==> src/rtl/core/itda_pkg.sv <==
`default_nettype none

package itda_pkg;

   localparam int unsigned WordWidth  = 32;
   localparam int unsigned CharWidth  = 8;
   localparam int unsigned DigitCount = 10;
   localparam int unsigned BcdWidth   = 4 * DigitCount;

   localparam logic [CharWidth-1:0] ASCII_ZERO  = 8'd48;
   localparam logic [CharWidth-1:0] ASCII_NINE  = 8'd57;
   localparam logic [CharWidth-1:0] ASCII_MINUS = 8'd45;

   localparam logic KIND_SIGNED   = 1'b0;
   localparam logic KIND_UNSIGNED = 1'b1;

   typedef logic [3:0] digit_type;

endpackage

`default_nettype wire

==> src/rtl/core/int_to_decimal_ascii.sv <==
`default_nettype none

// Converts a 32-bit word, read as signed or unsigned, to decimal ASCII text that leaves
// one character per rsp transfer, most significant digit first, with a leading '-' for
// negative signed values and the last mark on the final character. The block takes one
// number at a time: after a req transfer a shared add-3-and-shift step runs once per
// input bit to form ten BCD digits, leading zero digits are then dropped one per cycle
// (up to nine of them) before the output starts, and the characters follow at one per
// cycle while rsp_ready is high. Dropped zeros and digits always add up to ten, and a
// low rsp_ready stalls the output. A signed zero with precision_zero set gives no
// characters and leaves the block ready in the next cycle.
module int_to_decimal_ascii (
   input  wire logic                           clock,
   input  wire logic                           reset,
   input  wire logic                           req_valid,
   output logic                                req_ready,
   input  wire logic                           req_kind,
   input  wire logic [itda_pkg::WordWidth-1:0] req_value,
   input  wire logic                           req_precision_zero,
   output logic                                rsp_valid,
   input  wire logic                           rsp_ready,
   output logic [itda_pkg::CharWidth-1:0]      rsp_character,
   output logic                                rsp_negative,
   output logic                                rsp_last
);
   import itda_pkg::*;

   localparam logic [1:0] ST_IDLE = 2'd0;
   localparam logic [1:0] ST_CONV = 2'd1;
   localparam logic [1:0] ST_SKIP = 2'd2;
   localparam logic [1:0] ST_EMIT = 2'd3;

   logic [1:0]           state_ff, state_in;
   logic [4:0]           bit_cnt_ff, bit_cnt_in;
   logic [3:0]           ndig_ff, ndig_in;
   logic [WordWidth-1:0] bin_ff, bin_in;
   logic [BcdWidth-1:0]  bcd_ff, bcd_in;
   logic                 neg_ff, neg_in;
   logic                 sign_ff, sign_in;
   logic                 rsp_valid_ff, rsp_valid_in;
   logic [CharWidth-1:0] rsp_char_ff, rsp_char_in;
   logic                 rsp_neg_ff, rsp_neg_in;
   logic                 rsp_last_ff, rsp_last_in;

   logic [BcdWidth-1:0]  bcd_adj;
   logic [WordWidth-1:0] mag;
   logic                 is_neg;
   logic                 out_free;
   digit_type            top_digit;

   always_comb begin
      for (int i = 0; i < DigitCount; i++) begin
         if (bcd_ff[4*i +: 4] >= 4'd5) begin
            bcd_adj[4*i +: 4] = bcd_ff[4*i +: 4] + 4'd3;
         end else begin
            bcd_adj[4*i +: 4] = bcd_ff[4*i +: 4];
         end
      end
   end

   assign is_neg    = (req_kind == KIND_SIGNED) && req_value[WordWidth-1];
   assign mag       = is_neg ? (~req_value + 1'b1) : req_value;
   assign out_free  = !rsp_valid_ff || rsp_ready;
   assign top_digit = bcd_ff[BcdWidth-1 -: 4];

   always_comb begin
      state_in     = state_ff;
      bit_cnt_in   = bit_cnt_ff;
      ndig_in      = ndig_ff;
      bin_in       = bin_ff;
      bcd_in       = bcd_ff;
      neg_in       = neg_ff;
      sign_in      = sign_ff;
      rsp_valid_in = rsp_valid_ff && !rsp_ready;
      rsp_char_in  = rsp_char_ff;
      rsp_neg_in   = rsp_neg_ff;
      rsp_last_in  = rsp_last_ff;
      case (state_ff)
         ST_IDLE: begin
            if (req_valid) begin
               bin_in     = mag;
               bcd_in     = '0;
               neg_in     = is_neg;
               sign_in    = is_neg;
               bit_cnt_in = '0;
               ndig_in    = 4'(DigitCount);
               if (!((req_kind == KIND_SIGNED) && (req_value == '0) && req_precision_zero)) begin
                  state_in = ST_CONV;
               end
            end
         end
         ST_CONV: begin
            bcd_in     = {bcd_adj[BcdWidth-2:0], bin_ff[WordWidth-1]};
            bin_in     = {bin_ff[WordWidth-2:0], 1'b0};
            bit_cnt_in = bit_cnt_ff + 5'd1;
            if (bit_cnt_ff == 5'(WordWidth - 1)) begin
               state_in = ST_SKIP;
            end
         end
         ST_SKIP: begin
            if ((top_digit == 4'd0) && (ndig_ff > 4'd1)) begin
               bcd_in  = {bcd_ff[BcdWidth-5:0], 4'd0};
               ndig_in = ndig_ff - 4'd1;
            end else begin
               state_in = ST_EMIT;
            end
         end
         ST_EMIT: begin
            if (out_free) begin
               rsp_valid_in = 1'b1;
               if (sign_ff) begin
                  rsp_char_in = ASCII_MINUS;
                  rsp_neg_in  = 1'b1;
                  rsp_last_in = 1'b0;
                  sign_in     = 1'b0;
               end else begin
                  rsp_char_in = ASCII_ZERO + CharWidth'(top_digit);
                  rsp_neg_in  = neg_ff;
                  rsp_last_in = (ndig_ff == 4'd1);
                  bcd_in      = {bcd_ff[BcdWidth-5:0], 4'd0};
                  ndig_in     = ndig_ff - 4'd1;
                  if (ndig_ff == 4'd1) begin
                     state_in = ST_IDLE;
                  end
               end
            end
         end
         default: begin
            state_in = ST_IDLE;
         end
      endcase
   end

   always_ff @(posedge clock) begin
      if (reset) begin
         state_ff     <= ST_IDLE;
         rsp_valid_ff <= 1'b0;
         sign_ff      <= 1'b0;
         bit_cnt_ff   <= '0;
         ndig_ff      <= '0;
      end else begin
         state_ff     <= state_in;
         rsp_valid_ff <= rsp_valid_in;
         sign_ff      <= sign_in;
         bit_cnt_ff   <= bit_cnt_in;
         ndig_ff      <= ndig_in;
      end
   end

   always_ff @(posedge clock) begin
      bin_ff      <= bin_in;
      bcd_ff      <= bcd_in;
      neg_ff      <= neg_in;
      rsp_char_ff <= rsp_char_in;
      rsp_neg_ff  <= rsp_neg_in;
      rsp_last_ff <= rsp_last_in;
   end

   assign req_ready     = (state_ff == ST_IDLE);
   assign rsp_valid     = rsp_valid_ff;
   assign rsp_character = rsp_char_ff;
   assign rsp_negative  = rsp_neg_ff;
   assign rsp_last      = rsp_last_ff;

endmodule

`default_nettype wire

==> config.mk <==
export PLATFORM = sky130hd
export DESIGN_NAME = int_to_decimal_ascii
export DESIGN_NICKNAME = d
export VERILOG_FILES = /design/src/rtl/core/itda_pkg.sv /design/src/rtl/core/int_to_decimal_ascii.sv
export SDC_FILE = /design/constraint.sdc
export NUM_CORES = 1
export LEC_CHECK = 0
export BUFFER_PORTS_ARGS = -buffer_cell sky130_fd_sc_hd__clkbuf_2
export CELL_PAD_IN_SITES_DETAIL_PLACEMENT = 0
export CELL_PAD_IN_SITES_GLOBAL_PLACEMENT = 2
export CORE_MARGIN = 2
export CORE_UTILIZATION = 43
export CTS_BUF_LIST = sky130_fd_sc_hd__clkbuf_4 sky130_fd_sc_hd__clkbuf_8
export CTS_CLUSTER_SIZE = 25
export DETAILED_ROUTE_END_ITERATION = 16
export GPL_TIMING_DRIVEN = 0
export PLACE_DENSITY = 0.9
export SYNTH_ARGS = -nofsm -noshare
export SYNTH_HDL_FRONTEND = slang
export SYNTH_SLANG_ARGS = --single-unit
export TNS_END_PERCENT = 50
==> constraint.sdc <==
create_clock -name clock -period 6.09 [get_ports clock]
set_input_delay 0.3045 -clock clock [delete_from_list [all_inputs] [get_ports clock]]
set_output_delay 0.3045 -clock clock [all_outputs]
set_load 0.01 [all_outputs]
==> metrics.cfg <==
[run_status]
outcome = finished clean

[sta]
fmax_ghz = 0.3503
finalSetupTns_ns = 0
hold_violations = 0
tightestPinTransition_ns = 1.231
finalSetupViolations = 0
finalCriticalPeriod_ns = 2.855
skew_ns = 0.01397
fin_crit_sh_pct = 46.88
maxSlewViolCount = 0
timing.slew.headroom_pct = 17.87
grt_setup_unrepaired = no
whs_ns = 0.1684

[worst_hold_path]
whs_path_depth = 2
worstHoldPathType = input pin to register

[yosys]
yosys-top-cells-area = edfxtp_1, ha_1, o21ai_0
synthCells = 585
syn_area_per_cell_um2 = 9.652
synthDistinctLibCells = 49
synth_area_leader_cell = edfxtp_1
ys.flop_type = edfxtp_1
ys_seq_area_share_pct = 47.15
synth_top_area_share_pct = 42.54
yosys_warnings = 0
ys_ff_latch = 93
netlist_area_um2 = 5647
synth_edf_count = 80
async_reset_ff_share_pct = 0

[floorplan]
core.rowCount = 41
dieHeight_um = 118.6
io_pins = 50
start_util_pct = 44.38
fp.dieArea_um2 = 14060
coreArea_um2 = 12720
dieWidth_um = 118.6

[clock_network]
ctsResizeCount = 0
clk-insertion-delay-late_ns = 0.37
cts_hold_buf = 0
cts_buffers = 9
htree_levels = 3
clockRootBuffer = clkbuf_8
numClockSinks = 93
clockBufferDepth = 2
clk_pin_slew_ns = 0.09
cts_tree = built
postCtsSetupBuffers = 0

[global_routing]
grt_pass1_wl_mm = 20.52
grt_antenna_before_repair = 0
track_usage_pct = 18.11
grt_max_degree = 33
overflow = 0
grt_pass1_vias = 4252

[routing]
wl_mm = 12.41
ant_nets = 0
route.detailed.drc = 0
vias = 4436
drtPass1Iterations = 5
wl_per_cell_um = 15.14
first_iter_violations = 246
viasPerCell = 5.410

[power]
seqPwrFrac_pct = 44.6
powerDensity_nw_per_um2 = 457.5
p_leak_nw = 2.355
p_comb_share_pct = 41.6
p_sw_mw = 1.157
netSwitchingFraction_pct = 40.05
p_int_mw = 1.732
worst_ir_drop_vdd_mv = 0.1566
pwr-share-clk_pct = 13.8

[critical_path]
cp_max_fo = 32
end_kind = register
critPathLaunchType = register
worstPathRequired_ns = 6.07
r2r.worst_path.cells = 5
critical_path_arrival_ns = 2.84
crit_type = register to register

[cells_and_area]
layout-drive-gt1-share_pct = 13.12
fill_cells = 1256
antenna_cells = 0
final_nets = 711
syn_to_final_growth_pct = 11.81
multiInputGateArea_um2 = 2745
regArea_um2 = 2663

[place]
dpl.hpwl_mm = 8.886
routabilityCongestion = 0.7976
portBuffers = 45

[flow_run]
drv_cap = 0

## per-layer routing
layer	up-vias	global-route usage (%)	share of wire [%]
met5	-	0	0
met4	0	7.217	1.4
met3	11	3.234	4.3
met2	96	28.92	46
met1	2117	24.36	48
li1	2212	-	-
## synthesized netlist by cell type, types with 5 or more instances
master	instances
mux2_2	8
a21oi_1	49
nand2b_1	16
nor3_1	12
o21ai_0	69
o31ai_1	10
clkbuf_1	22
nor3b_1	18
nor2_1	42
edfxtp_1	80
inv_1	37
ha_1	30
nand2_1	60
a31oi_1	10
nor4_1	5
nor2b_1	10
xor2_1	11
dfxtp_1	13
xnor2_1	30
a22oi_1	7
## critical path, cell delays in order (launching register included)
cell and delay (ns):
dfxtp_1 0.37, inv_1 0.09, ha_1 0.35, nand2b_1 0.31
o21ai_0 0.34, inv_1 0.99
## registers in the layout, summed over array words and instances, names as in the netlist, 2 cells and up
| register | flops |
|---|---|
| ndig_ff | 4 |
| bit_cnt_ff | 5 |
| rsp_character | 5 |
| bcd_ff | 40 |
| state_ff | 2 |
| bin_ff | 32 |
## final cells by class
type	count	share of cell area (%)
Clock inverter	2	0.1585
Inverter	37	2.200
Multi-Input combinational cell	429	43.48
Buffer	27	1.823
Tap cell	172	3.409
Clock buffer	14	2.755
Sequential cell	93	42.17
Timing Repair Buffer	46	4.003
## final timing paths
path	from	end	slack (ns)
worst max-delay path	state_ff[0]	bin_ff[29]	3.24
worst min-delay path	reset	ndig_ff[3]	0.17
worst max register to register	state_ff[0]	bin_ff[29]	3.24
worst min register to register	ndig_ff[0]	ndig_ff[0]	0.51
## kinds of logic (layout without fill, tap and decap cells)
family | count (synthesis) | after routing | share of synthesized area, %
AND/OR/NAND/NOR | 182 | 182 | 16.55
AO/OA/AOI/OAI | 163 | 163 | 16.71
flip-flops | 93 | 93 | 47.15
buffers and inverters | 64 | 126 | 4.498
XOR/XNOR | 41 | 41 | 6.359
adder cells (fa/ha/maj) | 30 | 30 | 6.647
multiplexers | 10 | 10 | 1.950
other | 2 | 3 | 0.1330
## cells in the final DEF, fill, tap and decap left out, types with 2 or more instances in the layout
master | netlist | final
nor4_1 | 5 | 5
o31ai_1 | 10 | 10
xnor2_1 | 30 | 30
or4_1 | 2 | 2
a21oi_1 | 49 | 48
buf_4 | 3 | 3
clkbuf_1 | 22 | 22
nor3b_1 | 18 | 18
o21ai_0 | 69 | 69
edfxtp_1 | 80 | 80
ha_1 | 30 | 30
clkinv_2 | 0 | 2
clkbuf_8 | 0 | 11
or3_1 | 2 | 2
and3_1 | 2 | 2
nor3_1 | 12 | 12
a41o_1 | 2 | 2
clkbuf_2 | 0 | 45
conb_1 | 2 | 3
a31oi_1 | 10 | 10
nand2b_1 | 16 | 16
a32oi_1 | 2 | 2
inv_1 | 37 | 37
nor2b_1 | 10 | 10
mux2i_1 | 2 | 2
clkbuf_4 | 0 | 3
nor2_1 | 42 | 42
nand2_1 | 60 | 60
buf_2 | 2 | 2
or2_2 | 3 | 3
a22oi_1 | 7 | 7
xor2_1 | 11 | 11
a211oi_1 | 2 | 2
a211o_1 | 2 | 2
a41oi_1 | 3 | 3
mux2_2 | 8 | 8
dfxtp_1 | 13 | 13
and2_1 | 2 | 2
## metrics by stage
stage               area (um^2)  worst slack (ns)  instances  power (mW)  utilization [%]
floorplan                  5650             2.681        586       2.128                -
global placement           6091             1.476        803       2.446            47.88
detailed placement         6130             3.238        804       2.508            48.18
CTS                        6314             3.219        820       2.914            49.63
global route               6314             3.038        820       3.127            49.63
finish                     6314             3.235        820       2.888            49.63
## power by group through the flow
stage | clock network (mW) | registers (mW) | logic (mW)
after floorplan | 0 | 1.25 | 0.879
after global placement | 0 | 1.31 | 1.14
after detailed placement | 0 | 1.30 | 1.21
after CTS | 0.410 | 1.29 | 1.22
after global routing | 0.435 | 1.33 | 1.37
final | 0.399 | 1.29 | 1.20
No activity file was read; power rests on OpenSTA's default activity.
